## src/rtl/sefr_pkg.sv

```systemverilog
// Shared types and constants for the STX/ETX frame receiver.
package sefr_pkg;

  localparam logic [7:0] STX_BYTE  = 8'h02;
  localparam logic [7:0] ETX_BYTE  = 8'h03;
  localparam logic [7:0] SUM_START = 8'h02;

  localparam int PHASE_W = 3;
  localparam logic [PHASE_W-1:0] PH_IDLE    = 3'd0;
  localparam logic [PHASE_W-1:0] PH_TYPE    = 3'd1;
  localparam logic [PHASE_W-1:0] PH_LENGTH  = 3'd2;
  localparam logic [PHASE_W-1:0] PH_PAYLOAD = 3'd3;
  localparam logic [PHASE_W-1:0] PH_CHECK_B = 3'd4;
  localparam logic [PHASE_W-1:0] PH_END     = 3'd5;

  typedef struct packed {
    logic       payload_valid;
    logic [7:0] payload_byte;
    logic [7:0] payload_index;
    logic       frame_done;
    logic       frame_good;
    logic [7:0] frame_type;
    logic [7:0] frame_length;
    logic       message_ready;
  } result_t;

endpackage

```

## src/rtl/sefr_deframer.sv

```systemverilog
// Frame state machine with running Fletcher-8 sums; produces one result per byte.
module sefr_deframer
  import sefr_pkg::*;
(
  input  logic       clk,
  input  logic       rst,
  input  logic       accept,
  input  logic [7:0] rx_byte,
  output result_t    result
);

  logic [PHASE_W-1:0] phase, phase_next;
  logic [7:0] type_reg, type_reg_next;
  logic [7:0] length_reg, length_reg_next;
  logic [7:0] byte_count, byte_count_next;
  logic [7:0] sum_a, sum_a_next;
  logic [7:0] sum_b, sum_b_next;
  logic [7:0] check_a_rx, check_a_rx_next;
  logic [7:0] check_b_rx, check_b_rx_next;
  logic       ready_flag, ready_flag_next;
  logic [7:0] fold_a;
  logic [7:0] fold_b;

  assign fold_a = sum_a + rx_byte;
  assign fold_b = sum_b + fold_a;

  always_comb begin
    phase_next      = phase;
    type_reg_next   = type_reg;
    length_reg_next = length_reg;
    byte_count_next = byte_count;
    sum_a_next      = sum_a;
    sum_b_next      = sum_b;
    check_a_rx_next = check_a_rx;
    check_b_rx_next = check_b_rx;
    ready_flag_next = ready_flag;
    result          = '0;

    unique case (phase)
      PH_IDLE: begin
        if (rx_byte == STX_BYTE) begin
          byte_count_next = '0;
          sum_a_next      = SUM_START;
          sum_b_next      = SUM_START;
          ready_flag_next = 1'b0;
          phase_next      = PH_TYPE;
        end
      end
      PH_TYPE: begin
        type_reg_next = rx_byte;
        sum_a_next    = fold_a;
        sum_b_next    = fold_b;
        phase_next    = PH_LENGTH;
      end
      PH_LENGTH: begin
        length_reg_next = rx_byte;
        sum_a_next      = fold_a;
        sum_b_next      = fold_b;
        phase_next      = PH_PAYLOAD;
      end
      PH_PAYLOAD: begin
        if (byte_count >= length_reg) begin
          check_a_rx_next = rx_byte;
          phase_next      = PH_CHECK_B;
        end else begin
          result.payload_valid = 1'b1;
          result.payload_byte  = rx_byte;
          result.payload_index = byte_count;
          sum_a_next           = fold_a;
          sum_b_next           = fold_b;
          byte_count_next      = byte_count + 8'd1;
        end
      end
      PH_CHECK_B: begin
        check_b_rx_next = rx_byte;
        phase_next      = PH_END;
      end
      PH_END: begin
        result.frame_done = 1'b1;
        if (rx_byte == ETX_BYTE && sum_a == check_a_rx && sum_b == check_b_rx) begin
          result.frame_good = 1'b1;
          ready_flag_next   = 1'b1;
        end
        phase_next = PH_IDLE;
      end
      default: begin
        // unreachable codes: drop the byte and resync
        byte_count_next = '0;
        ready_flag_next = 1'b0;
        phase_next      = PH_IDLE;
      end
    endcase

    result.frame_type    = type_reg_next;
    result.frame_length  = length_reg_next;
    result.message_ready = ready_flag_next;
  end

  always_ff @(posedge clk) begin
    if (rst) begin
      phase      <= PH_IDLE;
      type_reg   <= '0;
      length_reg <= '0;
      byte_count <= '0;
      sum_a      <= SUM_START;
      sum_b      <= SUM_START;
      check_a_rx <= '0;
      check_b_rx <= '0;
      ready_flag <= 1'b0;
    end else if (accept) begin
      phase      <= phase_next;
      type_reg   <= type_reg_next;
      length_reg <= length_reg_next;
      byte_count <= byte_count_next;
      sum_a      <= sum_a_next;
      sum_b      <= sum_b_next;
      check_a_rx <= check_a_rx_next;
      check_b_rx <= check_b_rx_next;
      ready_flag <= ready_flag_next;
    end
  end

  a_phase_legal: assert property (@(posedge clk) disable iff (rst)
    phase <= PH_END)
    else $error("deframer phase left the legal range");

  a_start_resets_sums: assert property (@(posedge clk) disable iff (rst)
    accept && phase == PH_IDLE && rx_byte == STX_BYTE |=>
      sum_a == SUM_START && sum_b == SUM_START && !ready_flag && byte_count == 8'd0)
    else $error("start byte did not restart the frame");

  a_good_needs_done: assert property (@(posedge clk) disable iff (rst)
    result.frame_good |-> result.frame_done && !result.payload_valid)
    else $error("good flag without end of frame");

  a_count_bounded: assert property (@(posedge clk) disable iff (rst)
    phase == PH_PAYLOAD |-> byte_count <= length_reg)
    else $error("payload count ran past the frame length");

endmodule

```

## src/rtl/sefr_out_reg.sv

```systemverilog
// Result register between the deframer and the output channel.
module sefr_out_reg
  import sefr_pkg::*;
(
  input  logic    clk,
  input  logic    rst,
  input  logic    load,
  input  result_t result_in,
  input  logic    out_stall,
  output logic    out_valid,
  output result_t result_out
);

  always_ff @(posedge clk) begin
    if (rst) begin
      out_valid <= 1'b0;
    end else if (load) begin
      out_valid <= 1'b1;
    end else if (!out_stall) begin
      out_valid <= 1'b0;
    end
  end

  // hold the beat while stalled; load only when the slot is free or draining
  always_ff @(posedge clk) begin
    if (load) begin
      result_out <= result_in;
    end
  end

endmodule

```

## src/rtl/stx_etx_frame_receiver.sv

```systemverilog
// Top level of the STX/ETX frame receiver with Fletcher-8 check.
// Takes one received byte per beat and returns exactly one result beat for it in the next
// cycle through a result register. A new byte is accepted every cycle unless a result
// waits on a stalled output; the frame state and running sums update as each byte is
// accepted, so sustained throughput is one byte per clock while the output is not
// stalled. Frames are 0x02, type, length, payload, check A, check B, 0x03; payload bytes
// come out with their index and the end position reports whether the frame was good.
module stx_etx_frame_receiver
  import sefr_pkg::*;
(
  input  logic       clk,
  input  logic       rst,
  input  logic       in_valid,
  output logic       in_stall,
  input  logic [7:0] rx_byte,
  output logic       out_valid,
  input  logic       out_stall,
  output logic       payload_valid,
  output logic [7:0] payload_byte,
  output logic [7:0] payload_index,
  output logic       frame_done,
  output logic       frame_good,
  output logic [7:0] frame_type,
  output logic [7:0] frame_length,
  output logic       message_ready
);

  logic    accept;
  result_t core_result;
  result_t out_result;

  assign in_stall = out_valid && out_stall;
  assign accept   = in_valid && !in_stall;

  sefr_deframer u_deframer (
    .clk     (clk),
    .rst     (rst),
    .accept  (accept),
    .rx_byte (rx_byte),
    .result  (core_result)
  );

  sefr_out_reg u_out_reg (
    .clk        (clk),
    .rst        (rst),
    .load       (accept),
    .result_in  (core_result),
    .out_stall  (out_stall),
    .out_valid  (out_valid),
    .result_out (out_result)
  );

  assign payload_valid = out_result.payload_valid;
  assign payload_byte  = out_result.payload_byte;
  assign payload_index = out_result.payload_index;
  assign frame_done    = out_result.frame_done;
  assign frame_good    = out_result.frame_good;
  assign frame_type    = out_result.frame_type;
  assign frame_length  = out_result.frame_length;
  assign message_ready = out_result.message_ready;

endmodule

```

## config.mk

```make
export PLATFORM = sky130hd
export DESIGN_NAME = stx_etx_frame_receiver
export DESIGN_NICKNAME = d
export VERILOG_FILES = /design/src/rtl/sefr_pkg.sv /design/src/rtl/sefr_deframer.sv /design/src/rtl/sefr_out_reg.sv /design/src/rtl/stx_etx_frame_receiver.sv
export SDC_FILE = /design/constraint.sdc
export NUM_CORES = 1
export LEC_CHECK = 0
export ABC_CLOCK_PERIOD_IN_PS = 7400
export BUFFER_PORTS_ARGS = -buffer_cell sky130_fd_sc_hd__buf_2
export CAP_MARGIN = 20
export CELL_PAD_IN_SITES_DETAIL_PLACEMENT = 1
export CELL_PAD_IN_SITES_GLOBAL_PLACEMENT = 1
export CORE_MARGIN = 2
export CORE_UTILIZATION = 50
export CTS_CLUSTER_DIAMETER = 50
export DETAILED_ROUTE_END_ITERATION = 10
export PLACE_DENSITY_LB_ADDON = 0.1
export SKIP_CTS_REPAIR_TIMING = 1
export SYNTH_ARGS = -nofsm -noshare
export SYNTH_HDL_FRONTEND = slang
export SYNTH_HIERARCHICAL = 1
export SYNTH_SLANG_ARGS = --single-unit
export TNS_END_PERCENT = 5
```

## constraint.sdc

```tcl
create_clock -name clk -period 7.4 [get_ports clk]
set_input_delay 0.37 -clock clk [delete_from_list [all_inputs] [get_ports clk]]
set_output_delay 0.37 -clock clk [all_outputs]
set_load 0.005 [all_outputs]
```

# Word level (Yosys, flattened, before mapping)
# Cells that the tools add are included.
# classes
addsub	3
n_lt_le_gt_ge	1
eq_ne	13
muxes	21
bitwise_logic	2
reduce_logical	16
# op_table
cell	count
$pmux 8 s3	3
$mux 8	7
$mux 17	1
$add 8x8->8	2
$eq 8x2->1 const B	2
$eq 8x8->1	2
$pmux 3 s5	1
$add 8x1->8 const B	1
$ge 8x8->1	1
$reduce_and 4->1	2
$reduce_or 4->1	2
$eq 3x2->1 const B	2
$eq 3x3->1 const B	2
$mux 3	2
$ne 2x1->1 const B	3
$reduce_and 3->1	2
$mux 1	5
$logic_and 1x1->1	4
$reduce_or 2->1	2
$eq 3x1->1 const B	1
$logic_not 3->1	1
$pmux 1 s3	1
$reduce_bool 3->1	1
$mux 2	1
other kinds (4)	5
# word_totals
reg_bits	97
input_bits	12
output_inout_bits	38
word_cells	74

# Logic depth before layout (Yosys ltp)
# depth
depth_word	5
depth_mapped	14
ltp_nobuf	14

# By module
# Netlist, hierarchy kept.
# modules_own_cells
module	instances	cells_each	area_per_inst_um2	seq_area_each_um2
sefr_deframer	1	428	3662.3	1201.2
sefr_out_reg	1	39	1109.8	1101.1
stx_etx_frame_receiver	1	2	13.8	0.0

# Worst setup path before layout
# No wires, ideal clock.
# synth_timing
path_kind	input to register
startpoint	input in_valid
endpoint	register u_deframer.check_b_rx[0]
setup_time_ns	0.128
arrival_ns	3.672
t_required_ns	7.272
slack_ns	3.601
cell_stages	7
path_buffers	2
path_cell_list	a21boi_1 > buf_2 > inv_1 > nor4b_1 > clkbuf_1 > mux2i_1 > nor2_1
# synth_between
elab_chain_cells	2
# synth_rtl
item	line	source
start, declared	stx_etx_frame_receiver.sv:13	input logic in_valid,
$logic_and 1x1->1	stx_etx_frame_receiver.sv:33	assign accept = in_valid && !in_stall;
$reduce_and 2->1 (no line)	-	
end signal, assigned	sefr_deframer.sv:118	check_b_rx <= check_b_rx_next;
end, declared	sefr_deframer.sv:19	logic [7:0] check_b_rx, check_b_rx_next;
# No other way between the ends.
# A chain may end at the register's enable or synchronous reset.

# Worst setup path in the final report
# layout_timing
startpoint	register u_deframer.sum_a[0]
endpoint	register u_deframer.sum_b[7]
# layout_between
elab_chain_cells	4
# layout_rtl
item	line	source
start, declared	sefr_deframer.sv:16	logic [7:0] sum_a, sum_a_next;
start signal, assigned	sefr_deframer.sv:115	sum_a <= sum_a_next;
$add 8x8->8 (*)	sefr_deframer.sv:24	assign fold_a = sum_a + rx_byte;
$add 8x8->8 (*)	sefr_deframer.sv:25	assign fold_b = sum_b + fold_a;
$mux 8	sefr_deframer.sv:62	if (byte_count >= length_reg) begin
$pmux 8 s3 (*)	sefr_deframer.sv:39	unique case (phase)
end signal, assigned	sefr_deframer.sv:116	sum_b <= sum_b_next;
end, declared	sefr_deframer.sv:17	logic [7:0] sum_b, sum_b_next;
# Every way passes the cells marked *; elsewhere a longest branch is shown, timed or not. The select of a mux whose other input is x is not followed.

==> parameters.txt <==
Parameter                              Value

Logic synthesis
  Flip-flop and latch count after synthesis ... 97
  Leading area contributor after synthesis ... sky130_fd_sc_hd__dfxtp_1
  Count of different cell masters after synthesis ... 60
  Post-synthesis instance area ... 0.00479 mm^2
  Post-Synthesis Mean Instance Area ... 10.2 um^2
  Number of enable-type register cells in the synthesized netlist ... 36
  Proportion of synthesized chip area in sequential cells ... 0.481
  Synth Flop Type ... sky130_fd_sc_hd__dfxtp_1
  Synth Warn # ... 6
  Main area contributors after synthesis ... sky130_fd_sc_hd__dfxtp_1, sky130_fd_sc_hd__edfxtp_1, sky130_fd_sc_hd__ha_1, sky130_fd_sc_hd__nor2_1, sky130_fd_sc_hd__mux2i_1
  Gate count after technology mapping ... 469
  Post-synthesis net count ... 506
  Fraction of synthesized cell area taken by the top area cell type ... 0.255
  Async SR Flop Fraction ... 0

Timing
  Post-layout minimum cycle time ... 3380 ps
  Count of pins over their slew limit ... 0
  Final clock period utilization by the worst path ... 0.457
  Rel. slew slack ... 0.328
  Unrepaired setup endpoints after global routing ... false
  Final worst hold slack ... 303 ps
  Achievable clock frequency ... 295 MHz
  Skew final ... 13.4 ps
  Final setup violation count ... 0
  Count of endpoints failing hold in the final timing report ... 0
  Slew at the pin with the worst max-slew slack ... 1010 ps
  Sum of negative setup slack ... 0 ps

Route
  Vias after detailed routing ... 3712
  Average wire per cell in the routed design ... 18.7 um
  Met2 routed WL ... 5760 um
  Final wirelength ... 12100 um
  1st-iter DRT viols ... 224
  Met3 WL post-DR ... 410 um
  Remaining design rule violation count ... 0
  First-pass iteration count of the detailed router ... 4
  Wire length on met1 ... 5680 um
  Highest metal layer used by the detailed router ... met4
  Detailed-route vias per instance ... 5.75
  Number of nets still failing antenna checks after routing ... 0

GRT
  Wire length of the first global-routing pass ... 19500 um
  Total global routing overflow ... 0
  Global-route usage over all layers ... 0.244
  Vias in the first global route ... 3846
  Antenna violations before repair ... 0
  Largest net degree at the start of global routing ... 58

Power
  Power density over cell area ... 198 mW/mm^2
  Leakage power ... 2.06 nW
  Total Power ... 1.06 mW
  Worst vdd ir ... 0.113 mV

Critical path
  Depth of the worst register-to-register path ... 11
  Required time of the worst setup path ... 7680 ps
  Setup Crit Path Kind ... reg -> reg
  Crit path capture type ... flop
  Register-to-register setup slack ... 4020 ps
  Crit-path max cell delay ... 480 ps
  Cell with the most instances on the worst path ... sky130_fd_sc_hd__ha_1
  Startpoint kind of the worst setup timing path ... flop
  Cell-by-cell trace of the critical path ... ha_1 -> fa_1 -> a21o_1 -> a21oi_1 -> xnor2_1 -> ha_1 -> nand3_1 -> o2111a_1 -> or3_1 -> or4_1 -> o2111ai_1
  End of the worst register-to-register path ... u_deframer/sum_b[7]
  Signal arrival time at the worst endpoint ... 3660 ps
  Slowest cell on the critical path ... sky130_fd_sc_hd__or4_1
  Cell family with most CP delay ... simple AND/OR/NAND/NOR gates
  Count of buffering cells on the critical path with inverters included ... 0
  Startpoint of the worst register-to-register path ... u_deframer/sum_a[0]
  Largest fanout of any net on the critical path ... 5

Clocking
  Clock sinks ... 97
  Largest buffer count on any clock path ... 2
  Number of buffers created by CTS ... 9
  Clock input transition at the sequential cells of the worst setup and hold paths ... 100 ps
  Clock tree from TritonCTS ... yes
  Clock root buffer master ... sky130_fd_sc_hd__clkbuf_8
  Source-to-sink clock delay at the later pin of the worst-skew pair ... 360 ps
  CTS H-Tree Depth ... 3

Layout
  Reg with most FFs ... u_out_reg/result_out
  Post-route core utilization ... 0.579
  Fillcell total ... 1082
  Largest register FFs ... 36
  Diodes inserted ... 0
  # nets final ... 549
  Area growth, synth to finish ... 12.4%
  Leading cell type in the layout, fill and taps excluded ... sky130_fd_sc_hd__nor2_1
  Most used cells in the layout excluding fill and tap cells ... sky130_fd_sc_hd__nor2_1, sky130_fd_sc_hd__dfxtp_1, sky130_fd_sc_hd__buf_2, sky130_fd_sc_hd__edfxtp_1
  Fraction of final layout cells sized beyond drive strength 1 ... 0.176

Min path
  Worst Hold Launch ... out_stall
  Classification of the worst-slack hold path ... in -> reg
  Hold path endpoint ... u_out_reg/out_valid
  Worst hold path stage count ... 3

Floorplan
  Chip width ... 102 um
  Die area ... 0.0104 mm^2
  Boundary pin count ... 50
  # rows ... 35
  Starting density of the core ... 0.515
  Overall die height ... 102 um
  Floorplan Core Area ... 0.00928 mm^2

Status
  Outcome ... finished clean

Placed design
  IO Port Bufs ... 49
  GP Congestion ... 0.835
  Half-perimeter wire length after detailed placement ... 8340 um

Run
  MaxCap Viol Count ... 0
[synthesized netlist by cell type (all sizes together), types with 14 or more instances]
library cell	number
nor2	65
dfxtp	61
edfxtp	36
a21oi	24
xnor2	24
ha	23
mux2i	23
nand2	21
inv	20
and2	14
clkbuf	14
nand3	14
[per-stage QoR]
stage | setup slack [ps] | cell area (um^2) | instances
6_report | 4020 | 5380 | 646
3_5_place_dp | 3820 | 5150 | 630
5_1_grt | 3850 | 5380 | 646
2_1_floorplan | 3600 | 4790 | 469
3_3_place_gp | 3910 | 5150 | 630
4_1_cts | 4040 | 5380 | 646
[worst register-to-register path, cell delays in order, from the launching register on]
cell and delay [ps]:
sky130_fd_sc_hd__dfxtp_1 350, sky130_fd_sc_hd__ha_1 220, sky130_fd_sc_hd__fa_1 410, sky130_fd_sc_hd__a21o_1 180, sky130_fd_sc_hd__a21oi_1 230, sky130_fd_sc_hd__xnor2_1 130
sky130_fd_sc_hd__ha_1 380, sky130_fd_sc_hd__nand3_1 130, sky130_fd_sc_hd__o2111a_1 270, sky130_fd_sc_hd__or3_1 410, sky130_fd_sc_hd__or4_1 480, sky130_fd_sc_hd__o2111ai_1 120
[kinds of logic after synthesis]
logic type                 Yosys count  share of synthesized area
AOI/OAI and AO/OA                   90                      0.135
xor gates and xnor gates            28                     0.0512
adders and majority gates           25                     0.0685
buffers and inverters               42                     0.0353
DFF                                 97                      0.481
muxes                               32                     0.0693
and+or+nand+nor                    155                      0.160
[layout make-up]
class	count	area, um^2	area share
inverter	20	75.1	0.0140
sequential	97	2300	0.428
clock buffer	9	124	0.0230
tap	129	161	0.0300
clock inverter	7	101	0.0188
multi-input combinational	330	2330	0.434
timing repair buffer	54	283	0.0526
[worst max-delay path by stage]
stage                                    from                  endpoint  cells after the start
after floorplan                      in_valid  u_deframer/check_b_rx[0]                      7
after global placement             rx_byte[0]       u_deframer/sum_b[7]                     14
after detailed placement           rx_byte[0]       u_deframer/sum_b[7]                     14
after CTS                 u_deframer/sum_a[0]       u_deframer/sum_b[7]                     13
after global routing      u_deframer/sum_a[0]       u_deframer/sum_b[7]                     13
final                     u_deframer/sum_a[0]       u_deframer/sum_b[7]                     11
[per-layer routing]
metal | GRT usage | up-vias
met4 | 0.0738 | 0
met1 | 0.339 | 1848
met3 | 0.0356 | 16
li1 | - | 1769
met5 | 0 | -
met2 | 0.399 | 79
[power breakdown]
group          total, mW  switching, mW  internal (mW)
Sequential         0.573        0.00483          0.569
Combinational     0.0963         0.0617         0.0346
Clock              0.394          0.199          0.195
Total               1.06          0.265          0.798
No activity file was read; power rests on OpenSTA's default activity.
